[src/sv/rgb_point_color_transform_core_defines.svh]
// Assertion macros shared by the color transform RTL.
`ifndef RGB_POINT_COLOR_TRANSFORM_CORE_DEFINES_SVH
`define RGB_POINT_COLOR_TRANSFORM_CORE_DEFINES_SVH

// Same-cycle implication, masked while reset is asserted
`define RPCT_ASSERT_NOW(lbl, clk, rst_n, ante, cons, msg) \
  lbl: assert property (@(posedge clk) disable iff (!rst_n) (ante) |-> (cons)) else $error(msg);

// Next-cycle implication, masked while reset is asserted
`define RPCT_ASSERT_NEXT(lbl, clk, rst_n, ante, cons, msg) \
  lbl: assert property (@(posedge clk) disable iff (!rst_n) (ante) |=> (cons)) else $error(msg);

`endif

[src/sv/rpct_pkg.sv]
`default_nettype none

package rpct_pkg;

  localparam int CH_W   = 8;
  localparam int MODE_W = 2;

  // mode register codes
  localparam logic [MODE_W-1:0] MODE_GRAY  = 2'd0;
  localparam logic [MODE_W-1:0] MODE_SEPIA = 2'd1;
  localparam logic [MODE_W-1:0] MODE_NEG   = 2'd2;
  localparam logic [MODE_W-1:0] MODE_RESET = MODE_GRAY;

  localparam logic [CH_W-1:0] CH_MAX = 8'd255;

  // sepia coefficients, unsigned Q0.16
  localparam int COEF_W   = 16;
  localparam int COEF_FRAC = 16;
  localparam logic [COEF_W-1:0] SEP_RR = 16'd25756;
  localparam logic [COEF_W-1:0] SEP_RG = 16'd50397;
  localparam logic [COEF_W-1:0] SEP_RB = 16'd12386;
  localparam logic [COEF_W-1:0] SEP_GR = 16'd22872;
  localparam logic [COEF_W-1:0] SEP_GG = 16'd44958;
  localparam logic [COEF_W-1:0] SEP_GB = 16'd11010;
  localparam logic [COEF_W-1:0] SEP_BR = 16'd17826;
  localparam logic [COEF_W-1:0] SEP_BG = 16'd34996;
  localparam logic [COEF_W-1:0] SEP_BB = 16'd8585;

  // weighted sum width: largest row sum 88539 * 255 < 2^25
  localparam int SEP_SUM_W = 25;

  // divide by 3 as (s * 683) >> 11, exact for s <= 765
  localparam int GRAY_SUM_W  = 10;
  localparam int DIV3_MUL_W  = 10;
  localparam int DIV3_PROD_W = GRAY_SUM_W + DIV3_MUL_W;
  localparam int DIV3_SHIFT  = 11;
  localparam logic [DIV3_MUL_W-1:0] DIV3_MUL = 10'd683;

  typedef struct packed {
    logic [CH_W-1:0] red;
    logic [CH_W-1:0] green;
    logic [CH_W-1:0] blue;
  } pixel_t;

endpackage

`default_nettype wire

[src/sv/rgb_point_color_transform_core.sv]
// An accepted item passes through the input register and then the result register before out_valid.
// Throughput: one item per cycle; both stages advance together unless out_stall holds
// a valid result, and then the input register takes one more item only if it is empty.
// Reset (rst_n low, synchronous): both stages empty, mode returns to grayscale.
// cfg_ready is always high; the mode write takes effect on the next item processed.
`default_nettype none

module rgb_point_color_transform_core
  import rpct_pkg::*;
(
  input  wire logic              clk,
  input  wire logic              rst_n,
  // configuration
  input  wire logic              cfg_valid,
  output logic                   cfg_ready,
  input  wire logic [MODE_W-1:0] cfg_data,
  // input items
  input  wire logic              in_valid,
  output logic                   in_stall,
  input  wire logic [CH_W-1:0]   in_red_in,
  input  wire logic [CH_W-1:0]   in_green_in,
  input  wire logic [CH_W-1:0]   in_blue_in,
  // result items
  output logic                   out_valid,
  input  wire logic              out_stall,
  output logic [CH_W-1:0]        out_red_out,
  output logic [CH_W-1:0]        out_green_out,
  output logic [CH_W-1:0]        out_blue_out
);

  `include "rgb_point_color_transform_core_defines.svh"

  logic [MODE_W-1:0] mode_r;
  logic              s1_v_r;
  pixel_t            s1_pix_r;
  logic              s2_v_r;
  pixel_t            s2_pix_r;
  pixel_t            alu_pix;
  logic              s2_load;
  logic              s1_load;

  // mode register
  assign cfg_ready = 1'b1;

  always_ff @(posedge clk) begin
    if (!rst_n) begin
      mode_r <= MODE_RESET;
    end else if (cfg_valid && cfg_ready) begin
      mode_r <= cfg_data;
    end
  end

  // stage advance: result register frees when empty or taken
  assign s2_load  = !s2_v_r || !out_stall;
  assign s1_load  = !s1_v_r || s2_load;
  assign in_stall = !s1_load;

  always_ff @(posedge clk) begin
    if (!rst_n) begin
      s1_v_r <= 1'b0;
      s2_v_r <= 1'b0;
    end else begin
      if (s1_load) begin
        s1_v_r <= in_valid;
      end
      if (s2_load) begin
        s2_v_r <= s1_v_r;
      end
    end
  end

  // input register
  always_ff @(posedge clk) begin
    if (in_valid && s1_load) begin
      s1_pix_r <= '{red: in_red_in, green: in_green_in, blue: in_blue_in};
    end
  end

  rpct_color_alu u_alu (
    .mode    (mode_r),
    .pix_in  (s1_pix_r),
    .pix_out (alu_pix)
  );

  // result register
  always_ff @(posedge clk) begin
    if (s1_v_r && s2_load) begin
      s2_pix_r <= alu_pix;
    end
  end

  assign out_valid     = s2_v_r;
  assign out_red_out   = s2_pix_r.red;
  assign out_green_out = s2_pix_r.green;
  assign out_blue_out  = s2_pix_r.blue;

  `RPCT_ASSERT_NOW(a_stall_only_full, clk, rst_n, in_stall,
    s1_v_r && s2_v_r && out_stall, "input stalled while pipeline not blocked")
  `RPCT_ASSERT_NEXT(a_accept_fills, clk, rst_n, in_valid && !in_stall,
    s1_v_r, "accepted item not held in input register")
  `RPCT_ASSERT_NEXT(a_advance, clk, rst_n, s1_v_r && s2_load,
    out_valid, "item lost between stages")
  `RPCT_ASSERT_NEXT(a_neg_result, clk, rst_n, s1_v_r && s2_load && mode_r == MODE_NEG,
    out_red_out == ~$past(s1_pix_r.red), "negative red channel wrong")

endmodule

`default_nettype wire

[src/sv/rpct_color_alu.sv]
`default_nettype none

module rpct_color_alu
  import rpct_pkg::*;
(
  input  wire logic [MODE_W-1:0] mode,
  input  wire pixel_t            pix_in,
  output pixel_t                 pix_out
);

  // one sepia channel: Q0.16 weighted sum, drop fraction, clamp at 255
  function automatic logic [CH_W-1:0] sepia_ch(
    input logic [COEF_W-1:0] c0,
    input logic [COEF_W-1:0] c1,
    input logic [COEF_W-1:0] c2,
    input pixel_t            p
  );
    logic [SEP_SUM_W-1:0] acc;
    acc = SEP_SUM_W'(c0) * SEP_SUM_W'(p.red)
        + SEP_SUM_W'(c1) * SEP_SUM_W'(p.green)
        + SEP_SUM_W'(c2) * SEP_SUM_W'(p.blue);
    if (|acc[SEP_SUM_W-1:COEF_FRAC+CH_W]) begin
      sepia_ch = CH_MAX;
    end else begin
      sepia_ch = acc[COEF_FRAC+CH_W-1:COEF_FRAC];
    end
  endfunction

  logic [GRAY_SUM_W-1:0]  gray_sum;
  logic [DIV3_PROD_W-1:0] gray_prod;
  logic [CH_W-1:0]        gray;
  pixel_t                 sepia;

  // truncated mean via reciprocal multiply
  assign gray_sum  = GRAY_SUM_W'(pix_in.red) + GRAY_SUM_W'(pix_in.green)
                   + GRAY_SUM_W'(pix_in.blue);
  assign gray_prod = DIV3_PROD_W'(gray_sum) * DIV3_PROD_W'(DIV3_MUL);
  assign gray      = gray_prod[DIV3_SHIFT+CH_W-1:DIV3_SHIFT];

  assign sepia.red   = sepia_ch(SEP_RR, SEP_RG, SEP_RB, pix_in);
  assign sepia.green = sepia_ch(SEP_GR, SEP_GG, SEP_GB, pix_in);
  assign sepia.blue  = sepia_ch(SEP_BR, SEP_BG, SEP_BB, pix_in);

  // operation select; unused code passes the pixel through
  always_comb begin
    case (mode)
      MODE_GRAY: begin
        pix_out = '{red: gray, green: gray, blue: gray};
      end
      MODE_SEPIA: begin
        pix_out = sepia;
      end
      MODE_NEG: begin
        pix_out = '{red: CH_MAX - pix_in.red, green: CH_MAX - pix_in.green,
                    blue: CH_MAX - pix_in.blue};
      end
      default: begin
        pix_out = pix_in;
      end
    endcase
  end

endmodule

`default_nettype wire
[config.mk]
export PLATFORM = sky130hd
export DESIGN_NAME = rgb_point_color_transform_core
export DESIGN_NICKNAME = d
export VERILOG_FILES = /design/src/sv/rpct_pkg.sv /design/src/sv/rgb_point_color_transform_core.sv /design/src/sv/rpct_color_alu.sv
export VERILOG_INCLUDE_DIRS = /design/src /design/src/sv
export SDC_FILE = /design/constraint.sdc
export NUM_CORES = 1
export LEC_CHECK = 0
export BUFFER_PORTS_ARGS = -buffer_cell sky130_fd_sc_hd__buf_2
export CORE_MARGIN = 8
export CORE_UTILIZATION = 60
export CTS_CLUSTER_SIZE = 16
export DETAILED_ROUTE_END_ITERATION = 10
export GPL_TIMING_DRIVEN = 1
export PLACE_DENSITY_LB_ADDON = 0.15
export SLEW_MARGIN = 0
export SYNTH_ARGS = -nofsm -noshare
export SYNTH_HDL_FRONTEND = slang
export SYNTH_SLANG_ARGS = --single-unit
export TNS_END_PERCENT = 1
[constraint.sdc]
create_clock -name clk -period 7.5 [get_ports clk]
set_clock_uncertainty 0.15 [all_clocks]
set_input_delay 0 -clock clk [delete_from_list [all_inputs] [get_ports clk]]
set_output_delay 0 -clock clk [all_outputs]
set_load 0.01 [all_outputs]
==> summary.txt <==
Global route
  – Vias in the first global route: 17600
  – Largest net degree at the start of global routing: 32
  – First-pass GRT wire length: 96300 microns
  – GRT Util Overall: 30.4%
  – Total grt overflow: 0
  – Initial antenna violation count: 0

Worst setup path
  – Reg-to-reg critical path startpoint: s1_pix_r[12]
  – Setup crit start kind: flop
  – CP peak stage delay: 0.56 ns
  – Crit end category: flop
  – Crit Path Class: reg2reg
  – Worst Reg-to-Reg Cells: 27
  – Worst EP arrival: 7.67 ns
  – CP required: 7.41 ns
  – Slowest stage cell, crit path: fa_1
  – RR Endpoint: out_blue_out[3]
  – CP startpoint: s1_pix_r[12]
  – Reg2reg setup slack: -0.26 ns
  – CP Max Fanout: 6
  – Critical Path End: out_blue_out[3]

Synth
  – Synth cell types: 77
  – Synth Flop Type: edfxtp_1
  – Syn_nets: 3007
  – Cell Area, Synth: 0.0205 sq mm
  – FFs w/ async S/R, synth: 0%
  – Syn Inst Count: 2185
  – Yosys warnings: 0
  – Syn_area_per_cell: 9.40 sq um
  – EDFF count, synth: 48
  – Seq/Total Area, Yosys: 7.41%
  – Synth Register Bits: 52

Placement
  – Port bufs: 56
  – GP Congestion: 1.03
  – Post-DP HPWL: 53300 microns
  – Place WS: -0.401 ns
  – Post-DP Area: 0.0231 sq mm

Clock network
  – CTS root buffer: clkbuf_16
  – CTS Buffer Depth: 2
  – Max H-tree Level: 2
  – Sinks on Clock Net: 52
  – Clock latency on the worst-skew pair: 0.31 ns
  – CTS Buf Count: 5
  – CTS tree: done
  – Reg clk slew, reported paths: 0.08 ns

Floorplan
  – Row cnt: 67
  – Die W: 201 microns
  – Initial Util: 61.1%
  – Die area: 0.0404 sq mm
  – Core region area: 0.0336 sq mm
  – IO Pins: 58
  – Die extent in y: 201 microns

Timing
  – Final min period: 7.76 ns
  – Tightest hold margin: 0.154 ns
  – Unrepaired setup endpoints after global routing: yes
  – Final worst setup slack: -0.255 ns
  – Final Hold Fails: 0
  – Slew @ Worst Pin: 0.966 ns
  – FMAX: 129 MHz
  – # setup viols final: 18
  – Tcrit/Tclk final: 103%
  – Max_slew headroom: 35.4%
  – Max-slew violation count: 0

Status
  – Violated checks: setup timing
  – Status: complete, but fails checks

Hold path
  – Hold crit path type: in2reg

Layout
  – FILL cells: 2615
  – Final Instance Area: 0.0241 sq mm
  – Core Util, Final: 71.6%
  – Area grow syn2layout: 17.3%
  – # nets final: 3301
  – Diode count: 0
  – Share of cells above drive strength 1: 15.9%

Routing
  – First-iteration detailed-routing DRC count: 1178
  – Drt total wl: 61900 microns
  – Vias: 16800
  – # DRC: 0
  – Via density: 5.75
  – WL/cell: 21.1 microns
  – ANT nets after route: 0
  – DRT Pass-1 Iters: 6

Job
  – Max-cap viol count: 0
## metal layers
metal | track usage (%) | vias to the layer above | wire (microns)
li1 | - | 7858 | -
met4 | 11.3 | 0 | 2850
met5 | 0 | - | 0
met3 | 2.81 | 156 | 3750
met2 | 51.5 | 546 | 29200
met1 | 39.9 | 8276 | 26000
## cells in the mapped netlist (all sizes together), types with 8 or more instances
cell type / count / area, sq um
nor2: 86 / 323
nor3: 32 / 160
inv: 535 / 2010
or2: 8 / 50.1
o21bai: 20 / 161
o21ai: 67 / 335
nand2: 58 / 218
o21a: 13 / 97.6
nand3: 29 / 145
a211oi: 18 / 135
a31oi: 10 / 62.6
and3: 11 / 73.8
nand2b: 13 / 81.3
xnor2: 95 / 832
a21oi: 94 / 482
edfxtp: 48 / 1440
xor2: 55 / 482
fa: 256 / 5120
a21o: 37 / 278
ha: 535 / 6690
o211ai: 17 / 128
nor2b: 17 / 106
a21boi: 9 / 67.6
## what timing repair did
action	4_1_cts	5_1_grt
setup endpoints to repair	24	24
hold buffers	32	0
setup buffers	5	7
hold endpoints to repair	28	0
gates resized for setup	23	70
pin swaps	24	52
## critical path, delay by kind of cell, from the launching register on
family                     cells  cell delay, ns
DFF                            1            0.53
and+or+nand+nor                6            0.65
buffers and inverters          2            0.13
AOI/OAI and AO/OA              8            2.09
adders and majority gates     10            3.77
xor gates and xnor gates       1            0.17
## worst min-delay path by stage
| stage | start | to | slack (ns) | depth (start not counted) |
|---|---|---|---|---|
| after floorplan | in_blue_in[0] | s1_pix_r[0] | -0.05 | 0 |
| after global placement | in_green_in[1] | s1_pix_r[9] | 0.03 | 1 |
| after detailed placement | in_blue_in[4] | s1_pix_r[4] | 0.03 | 1 |
| after CTS | out_stall | out_green_out[5] | 0.14 | 3 |
| after global routing | out_stall | out_green_out[5] | 0.17 | 3 |
| final | out_stall | out_green_out[5] | 0.15 | 3 |
## metrics by stage
| stage | instances | setup TNS (ns) |
|---|---|---|
| finish | 2928 | -2.17 |
| global route | 2928 | -8.78 |
| CTS | 2921 | -2.84 |
| global placement | 2876 | -4.16 |
| detailed placement | 2876 | -6.33 |
| floorplan | 2185 | -0.203 |
## cell families after synthesis
kind of cell,count (synthesis),share of synthesized area (%)
mux,4,0.201
fa+ha+maj,791,57.6
flops,52,7.41
buf+inv,547,10.0
xor+xnor,150,6.40
simple gates,282,6.58
compound gates,358,11.8
other cells,1,0.0183
## layout by cell type, fill, tap and decap left out, types with 9 or more instances in the layout
cell           instances
a211oi_1              11
a21o_1                37
a21oi_1               78
a21oi_2               15
and3_1                10
buf_2                 56
buf_4                205
dlygate4sd3_1         32
edfxtp_1              48
fa_1                 252
ha_1                 503
ha_4                  24
inv_1                529
nand2_1               57
nand2b_1              13
nand3_1               29
nor2_1                83
nor2b_1               16
nor3_1                31
o211ai_1              17
o21a_1                13
o21ai_0               31
o21ai_1               27
o21ai_2                9
o21bai_1              19
xnor2_1               89
xor2_1                52
## cell type report
class	instances	area, sq um	area share [%]
clock buffer	5	125	0.520
clock inverter	3	26.3	0.109
inverter	537	2020	8.37
multi-input combinational	1586	17600	73.2
sequential	52	1520	6.32
tap	448	561	2.33
timing repair buffer	297	2200	9.14
## registers in the layout, indices dropped and copies added (netlist names)
| name | count |
|---|---|
| out_valid | 1 |
| mode_r | 2 |
| out_green_out | 8 |
| s1_pix_r | 24 |
| out_blue_out | 8 |
| out_red_out | 8 |
| s1_v_r | 1 |
Power is not shown: default switching activity piles up to over one toggle a cycle in this logic, so the estimate is an artifact.
